===== config.mk =====
export PLATFORM = sky130hd
export DESIGN_NAME = rsa_modular_exponentiation_unit
export DESIGN_NICKNAME = d
export VERILOG_FILES = /design/src/rtl/rme_pkg.sv /design/src/rtl/rme_cell.sv /design/src/rtl/rme_seq.sv /design/src/rtl/rsa_modular_exponentiation_unit.sv
export SDC_FILE = /design/constraint.sdc
export NUM_CORES = 1
export LEC_CHECK = 0
export ABC_AREA = 0
export BUFFER_PORTS_ARGS = -buffer_cell sky130_fd_sc_hd__buf_2
export CAP_MARGIN = 20
export CORE_ASPECT_RATIO = 1.5
export CORE_UTILIZATION = 55
export DETAILED_ROUTE_END_ITERATION = 10
export GPL_TIMING_DRIVEN = 0
export PLACE_DENSITY = 0.83
export SLEW_MARGIN = 20
export SYNTH_ARGS = -nofsm -noshare
export SYNTH_HDL_FRONTEND = slang
export SYNTH_SLANG_ARGS = --single-unit

===== constraint.sdc =====
create_clock -name clk -period 9.9 [get_ports clk]
set_input_delay 0 -clock clk [delete_from_list [all_inputs] [get_ports clk]]
set_output_delay 0 -clock clk [all_outputs]
set_load 0.03 [all_outputs]

===== src/rtl/rme_pkg.sv =====
// Shared types and constants for the modular exponentiation unit.
package rme_pkg;

  localparam int FIELD_BITS    = 32;
  localparam int CFG_ADDR_BITS = 8;

  localparam logic [CFG_ADDR_BITS-1:0] CFG_EXPONENT = CFG_ADDR_BITS'(0);
  localparam logic [CFG_ADDR_BITS-1:0] CFG_MODULUS  = CFG_ADDR_BITS'(1);

  typedef enum logic [1:0] {
    ST_IDLE,
    ST_REDUCE,
    ST_STEP,
    ST_DONE
  } state_t;

  typedef struct packed {
    logic accept;
    logic run;
    logic reduce;
    logic add_phase;
    logic pass_end;
  } ctl_t;

endpackage


===== src/rtl/rme_cell.sv =====
// Bit-serial interleaved modular multiply accumulator.
module rme_cell #(
  parameter int WORD_BITS = 32
) (
  input  logic                 clk,
  input  logic                 clr_i,
  input  logic                 en_i,
  input  logic                 add_phase_i,
  input  logic                 bit_i,
  input  logic [WORD_BITS-1:0] a_i,
  input  logic [WORD_BITS:0]   mod_i,
  output logic [WORD_BITS-1:0] acc_nxt_o
);

  logic [WORD_BITS-1:0] acc_r;
  logic [WORD_BITS:0]   sum;
  logic [WORD_BITS:0]   diff;

  always_comb begin
    if (add_phase_i) begin
      sum = {1'b0, acc_r} + {1'b0, (bit_i ? a_i : '0)};
    end else begin
      sum = {acc_r, 1'b0};
    end
    diff = sum - mod_i;
    if (sum >= mod_i) begin
      acc_nxt_o = diff[WORD_BITS-1:0];
    end else begin
      acc_nxt_o = sum[WORD_BITS-1:0];
    end
  end

  always_ff @(posedge clk) begin
    if (clr_i) begin
      acc_r <= '0;
    end else if (en_i) begin
      acc_r <= acc_nxt_o;
    end
  end

endmodule


===== src/rtl/rme_seq.sv =====
// Sequencer: pass control, digit counter and handshake state.
module rme_seq #(
  parameter int WORD_BITS = 32
) (
  input  logic          clk,
  input  logic          rst_n,
  input  logic          start,
  input  logic          exp_zero_i,
  input  logic          exp_rest_zero_i,
  output rme_pkg::ctl_t ctl_o,
  output logic          busy_o,
  output logic          done_o
);

  localparam int CNT_BITS = $clog2(2 * WORD_BITS);
  localparam logic [CNT_BITS-1:0] CNT_LAST = CNT_BITS'(2 * WORD_BITS - 1);

  rme_pkg::state_t     state_r, state_nxt;
  logic [CNT_BITS-1:0] cnt_r, cnt_nxt;
  logic                last;

  assign last = (cnt_r == CNT_LAST);

  always_comb begin
    state_nxt = state_r;
    unique case (state_r) inside
      rme_pkg::ST_IDLE, rme_pkg::ST_DONE: begin
        if (start) begin
          state_nxt = exp_zero_i ? rme_pkg::ST_DONE : rme_pkg::ST_REDUCE;
        end else begin
          state_nxt = rme_pkg::ST_IDLE;
        end
      end
      rme_pkg::ST_REDUCE: begin
        if (last) begin
          state_nxt = rme_pkg::ST_STEP;
        end
      end
      rme_pkg::ST_STEP: begin
        if (last && exp_rest_zero_i) begin
          state_nxt = rme_pkg::ST_DONE;
        end
      end
      default: state_nxt = rme_pkg::ST_IDLE;
    endcase
  end

  always_comb begin
    ctl_o  = '0;
    busy_o = 1'b0;
    done_o = 1'b0;
    unique case (state_r)
      rme_pkg::ST_IDLE: begin
        ctl_o.accept = start;
      end
      rme_pkg::ST_DONE: begin
        ctl_o.accept = start;
        done_o       = 1'b1;
      end
      rme_pkg::ST_REDUCE: begin
        busy_o          = 1'b1;
        ctl_o.run       = 1'b1;
        ctl_o.reduce    = 1'b1;
        ctl_o.add_phase = cnt_r[0];
        ctl_o.pass_end  = last;
      end
      rme_pkg::ST_STEP: begin
        busy_o          = 1'b1;
        ctl_o.run       = 1'b1;
        ctl_o.add_phase = cnt_r[0];
        ctl_o.pass_end  = last;
      end
      default: ctl_o = '0;
    endcase
  end

  always_comb begin
    cnt_nxt = cnt_r;
    if (ctl_o.accept || (ctl_o.run && last)) begin
      cnt_nxt = '0;
    end else if (ctl_o.run) begin
      cnt_nxt = cnt_r + CNT_BITS'(1);
    end
  end

  always_ff @(posedge clk) begin
    if (!rst_n) begin
      state_r <= rme_pkg::ST_IDLE;
      cnt_r   <= '0;
    end else begin
      state_r <= state_nxt;
      cnt_r   <= cnt_nxt;
    end
  end

  a_accept_enters_reduce: assert property (@(posedge clk) disable iff (!rst_n)
    ctl_o.accept && !exp_zero_i |=> state_r == rme_pkg::ST_REDUCE)
    else $error("accepted beat did not start reduction");

  a_last_step_done: assert property (@(posedge clk) disable iff (!rst_n)
    state_r == rme_pkg::ST_STEP && ctl_o.pass_end && exp_rest_zero_i
      |=> state_r == rme_pkg::ST_DONE)
    else $error("final exponent bit did not finish");

  a_pass_ends_on_add: assert property (@(posedge clk) disable iff (!rst_n)
    ctl_o.pass_end |-> ctl_o.add_phase && ctl_o.run)
    else $error("pass ended off the add phase");

  a_done_single: assert property (@(posedge clk) disable iff (!rst_n)
    done_o && !start |=> !done_o && !busy_o)
    else $error("result strobe held too long");

endmodule


===== src/rtl/rsa_modular_exponentiation_unit.sv =====
// Top level: value ^ exponent mod modulus by right-to-left square-and-multiply.
// A zero exponent goes straight to done; else a reduction pass runs, then one
// multiply and one square in parallel per exponent bit up to the highest set bit.
// A new beat is taken in the cycle that shows the previous result.
// out_valid lasts one cycle, unless that new beat has a zero exponent.
// Synchronous reset: idle, exponent 1, modulus all ones.
module rsa_modular_exponentiation_unit #(
  parameter int WORD_BITS = 32
) (
  input  logic                                clk,
  input  logic                                rst_n,
  input  logic                                start,
  output logic                                busy,
  input  logic [rme_pkg::FIELD_BITS-1:0]      in_value_in,
  output logic                                out_valid,
  output logic [rme_pkg::FIELD_BITS-1:0]      out_value_out,
  input  logic                                cfg_we,
  input  logic [rme_pkg::CFG_ADDR_BITS-1:0]   cfg_addr,
  input  logic [rme_pkg::FIELD_BITS-1:0]      cfg_data
);

  logic [WORD_BITS-1:0] exponent_r, exponent_nxt;
  logic [WORD_BITS-1:0] modulus_r, modulus_nxt;
  logic [WORD_BITS-1:0] res_r, res_nxt;
  logic [WORD_BITS-1:0] base_r, base_nxt;
  logic [WORD_BITS-1:0] bsh_r, bsh_nxt;
  logic [WORD_BITS-1:0] exp_sh_r, exp_sh_nxt;

  logic [WORD_BITS:0]   mod_ext;
  logic [WORD_BITS-1:0] one_mod;
  logic [WORD_BITS-1:0] mul_a;
  logic [WORD_BITS-1:0] mul_nxt;
  logic [WORD_BITS-1:0] sqr_nxt;
  logic                 exp_zero;
  logic                 exp_rest_zero;
  logic                 done;
  logic                 cell_clr;
  rme_pkg::ctl_t        ctl;

  assign mod_ext       = (modulus_r == '0) ? {1'b1, {WORD_BITS{1'b0}}} : {1'b0, modulus_r};
  assign one_mod       = (mod_ext == (WORD_BITS+1)'(1)) ? '0 : WORD_BITS'(1);
  assign mul_a         = ctl.reduce ? one_mod : res_r;
  assign exp_zero      = (exponent_r == '0);
  assign exp_rest_zero = (exp_sh_r[WORD_BITS-1:1] == '0);
  assign cell_clr      = ctl.accept || ctl.pass_end;

  rme_seq #(.WORD_BITS(WORD_BITS)) u_seq (
    .clk             (clk),
    .rst_n           (rst_n),
    .start           (start),
    .exp_zero_i      (exp_zero),
    .exp_rest_zero_i (exp_rest_zero),
    .ctl_o           (ctl),
    .busy_o          (busy),
    .done_o          (done)
  );

  rme_cell #(.WORD_BITS(WORD_BITS)) u_mul (
    .clk         (clk),
    .clr_i       (cell_clr),
    .en_i        (ctl.run),
    .add_phase_i (ctl.add_phase),
    .bit_i       (bsh_r[WORD_BITS-1]),
    .a_i         (mul_a),
    .mod_i       (mod_ext),
    .acc_nxt_o   (mul_nxt)
  );

  rme_cell #(.WORD_BITS(WORD_BITS)) u_sqr (
    .clk         (clk),
    .clr_i       (cell_clr),
    .en_i        (ctl.run),
    .add_phase_i (ctl.add_phase),
    .bit_i       (bsh_r[WORD_BITS-1]),
    .a_i         (base_r),
    .mod_i       (mod_ext),
    .acc_nxt_o   (sqr_nxt)
  );

  always_comb begin
    exponent_nxt = exponent_r;
    modulus_nxt  = modulus_r;
    if (cfg_we) begin
      unique case (cfg_addr)
        rme_pkg::CFG_EXPONENT: exponent_nxt = cfg_data[WORD_BITS-1:0];
        rme_pkg::CFG_MODULUS:  modulus_nxt  = cfg_data[WORD_BITS-1:0];
        default: ;
      endcase
    end
  end

  always_comb begin
    res_nxt    = res_r;
    base_nxt   = base_r;
    bsh_nxt    = bsh_r;
    exp_sh_nxt = exp_sh_r;
    if (ctl.accept) begin
      res_nxt    = WORD_BITS'(1);
      bsh_nxt    = in_value_in[WORD_BITS-1:0];
      exp_sh_nxt = exponent_r;
    end else if (ctl.pass_end && ctl.reduce) begin
      base_nxt = mul_nxt;
      bsh_nxt  = mul_nxt;
    end else if (ctl.pass_end) begin
      base_nxt   = sqr_nxt;
      bsh_nxt    = sqr_nxt;
      exp_sh_nxt = exp_sh_r >> 1;
      if (exp_sh_r[0]) begin
        res_nxt = mul_nxt;
      end
    end else if (ctl.run && ctl.add_phase) begin
      bsh_nxt = bsh_r << 1;
    end
  end

  always_ff @(posedge clk) begin
    if (!rst_n) begin
      exponent_r <= WORD_BITS'(1);
      modulus_r  <= '1;
    end else begin
      exponent_r <= exponent_nxt;
      modulus_r  <= modulus_nxt;
    end
  end

  always_ff @(posedge clk) begin
    res_r    <= res_nxt;
    base_r   <= base_nxt;
    bsh_r    <= bsh_nxt;
    exp_sh_r <= exp_sh_nxt;
  end

  assign out_valid     = done;
  assign out_value_out = rme_pkg::FIELD_BITS'(res_r);

endmodule

==> results.ini <==
[sta]
period_share=0.866
period_needed_ns=8.57
setup_viol_count_final=0
fin_skew_ns=0.0141
worst_pin_slew_ns=1.17
rsz0062_at_grt=false
hold_viol=0
slew_violations=0
relSlewSlack=0.219
setup_tns_ns=0
fmax_mhz=117

[cts]
cts.clk_slew.worst_paths_ns=0.07
insertion_delay_ns=0.55
numCtsBuffers=23
cts_resized=0
root_buffer=clkbuf_16
h-tree-depth=1
clock-sinks=264
cts_tree=built
postCtsHoldBufs=68
cts_buffer_depth=3
cts_setup_buffers=0

[synthesis]
synth_seq_area_share=0.322
ys_ff_latch=264
syn_nets=2663
netlist_top_cells_count=397 x nand2_1, 239 x a21oi_1, 200 x nor2_1
yosys_warnings=0
synth.most_common_cell=nand2_1
async_flop_share=0
syn_avg_cell_area_sq_um=7.93
synth_area_leaders=dfxtp_1 17%, edfxtp_1 15%, ha_1 8.6%
synth_edf_count=96
synth_top_area_frac=0.173
synth_cell_types=87
synth_cells=2449
synth.cell_area_sq_um=19400
ys.flop_type=dfxtp_1
netlist.top_cell.by_area=dfxtp_1

[global_routing]
antenna_found_initial=2
grt_pass1_vias=20100
grt_pass1_wl_mm=115
track_usage=0.429
grt_max_degree=42
overflow=0

[setup_path]
slowest_stage=clkbuf_1
critical_path_class=flip-flop to flip-flop
crit_path_start_kind=flip-flop
worstPathMaxFanout=10
cp_common_cell=a21oi_1
worst-path-buf-inv=3
critPathTopFamily=compound AO/OA/AOI/OAI gates
cp_slowest_stage_delay_ns=0.66
end_kind=flip-flop
cp.arrival_ns=8.87
reg2reg_depth=25
path_depth=25
worstPathRequired_ns=10.20

[power_and_ir_drop]
ir_drop_uv=189
cellPowerDensity_nw_per_um2=243
leakagePower_nw=9.54
finalPower_mw=5.34

[placement]
dp_hpwl_mm=60.5
gp_congestion=1.12
dp_cells=3025
port_buffers=108

[cells_and_area]
area_growth_pct=13.3
finalNonFillerCells=3138
nNetsFinal=2865
drive_above_1_share=0.0783
fill_cells=3041

[die]
die_y_um=232
die-area_sq_um=36100
fp.dieW_um=155
start_util=0.563
rows=83
boundaryPins=110
core_sq_um=34500

[detailed_routing]
post_drt_wl_per_cell_um=24.7
vias=20300
vias_per_cell=6.48
dr.first_iter.drc_count=2271
ant_nets=0
wl_mm=77.6
drc=1
dr.pass1.iters=11

[hold_path]
hold_depth=4
min_path_type=input port to flip-flop

[run]
drv_cap=0

[outcome]
violations=design-rule violations
status=finished, violations left

logic make-up (layout without fill, tap and decap cells):
logic type                 after synthesis  in the layout  share of synthesized area
AOI/OAI and AO/OA                      763            763                      0.250
xor gates and xnor gates               108            108                     0.0487
adders and majority gates              138            138                     0.0905
buffers and inverters                  211            430                     0.0429
DFF                                    264            264                      0.322
muxes                                   67             67                     0.0362
other                                    0              3                          0
and+or+nand+nor                        898            898                      0.210
power by group:
part / leakage, nW / internal, mW / switching, mW / total, mW
Sequential: 2.28 / 1.44 / 0.145 / 1.58
Clock: 0.359 / 0.499 / 0.434 / 0.933
Combinational: 6.90 / 0.859 / 1.96 / 2.82
Total: 9.54 / 2.80 / 2.54 / 5.34
worst min-delay path: cells and delay by family:
family,cells,cell delay (ns)
AND/OR/NAND/NOR,2,0.11
buffers and inverters,2,0.64
cell type report:
class,count,area (sq um),area share
inverter,68,256,0.0117
tap,467,584,0.0266
antenna,3,7.51,0.000341
clock inverter,13,128,0.00580
buffer,143,577,0.0262
timing repair buffer,177,1230,0.0560
sequential,264,6250,0.284
clock buffer,29,618,0.0281
multi-input combinational,1974,12300,0.561
per-stage QoR:
stage	setup slack, ns	hold WS (ns)	util	instance area (sq um)
detailed placement	1.84	0.245	0.596	20600
global route	1.30	0.269	0.638	22000
CTS	1.79	0.182	0.638	22000
finish	1.33	0.244	0.638	22000
floorplan	4.17	0.124	-	19400
global placement	1.95	0.237	0.596	20500
per-layer routing:
layer  wire length, um  global-route usage  part of all wire  vias to the layer above
met5                12                   0           0.00015                        -
met4              8540               0.418              0.11                        2
met3              7390              0.0803             0.095                      447
met2             36200               0.722              0.47                     1386
met1             25500               0.443              0.33                     9286
li1                  -                   -                 -                     9220
cells in the final DEF (no fill, tap or decap), types with 37 or more instances in the layout:
cell and instances:
a211oi_1 44, a21boi_0 43, a21o_1 61, a21oi_1 239
and2_1 75, buf_2 121, clkbuf_1 123, dfxtp_1 168
dlygate4sd3_1 68, edfxtp_1 96, ha_1 134, inv_1 66
mux2i_1 51, nand2_1 395, nand3_1 37, nand4_1 42
nor2_1 200, o211ai_1 47, o21ai_0 146, xnor2_1 56
xor2_1 52
worst paths after layout:
path	from	endpoint	slack [ns]
setup / recovery	u_seq.state_r[0]	bsh_r[9]	1.33
hold / removal	cfg_data[0]	exponent_r[0]	0.24
setup reg to reg	u_seq.state_r[0]	bsh_r[9]	1.33
hold reg to reg	exponent_r[3]	exponent_r[3]	0.48
sequential cells by signal (all words and copies together), names as in the netlist:
name           cells
bsh_r             32
base_r            32
u_mul.acc_r       32
out_value_out     32
modulus_r         32
u_sqr.acc_r       32
u_seq.state_r      2
u_seq.cnt_r        6
exp_sh_r          32
exponent_r        32
Power figures use the tool's default switching activity.
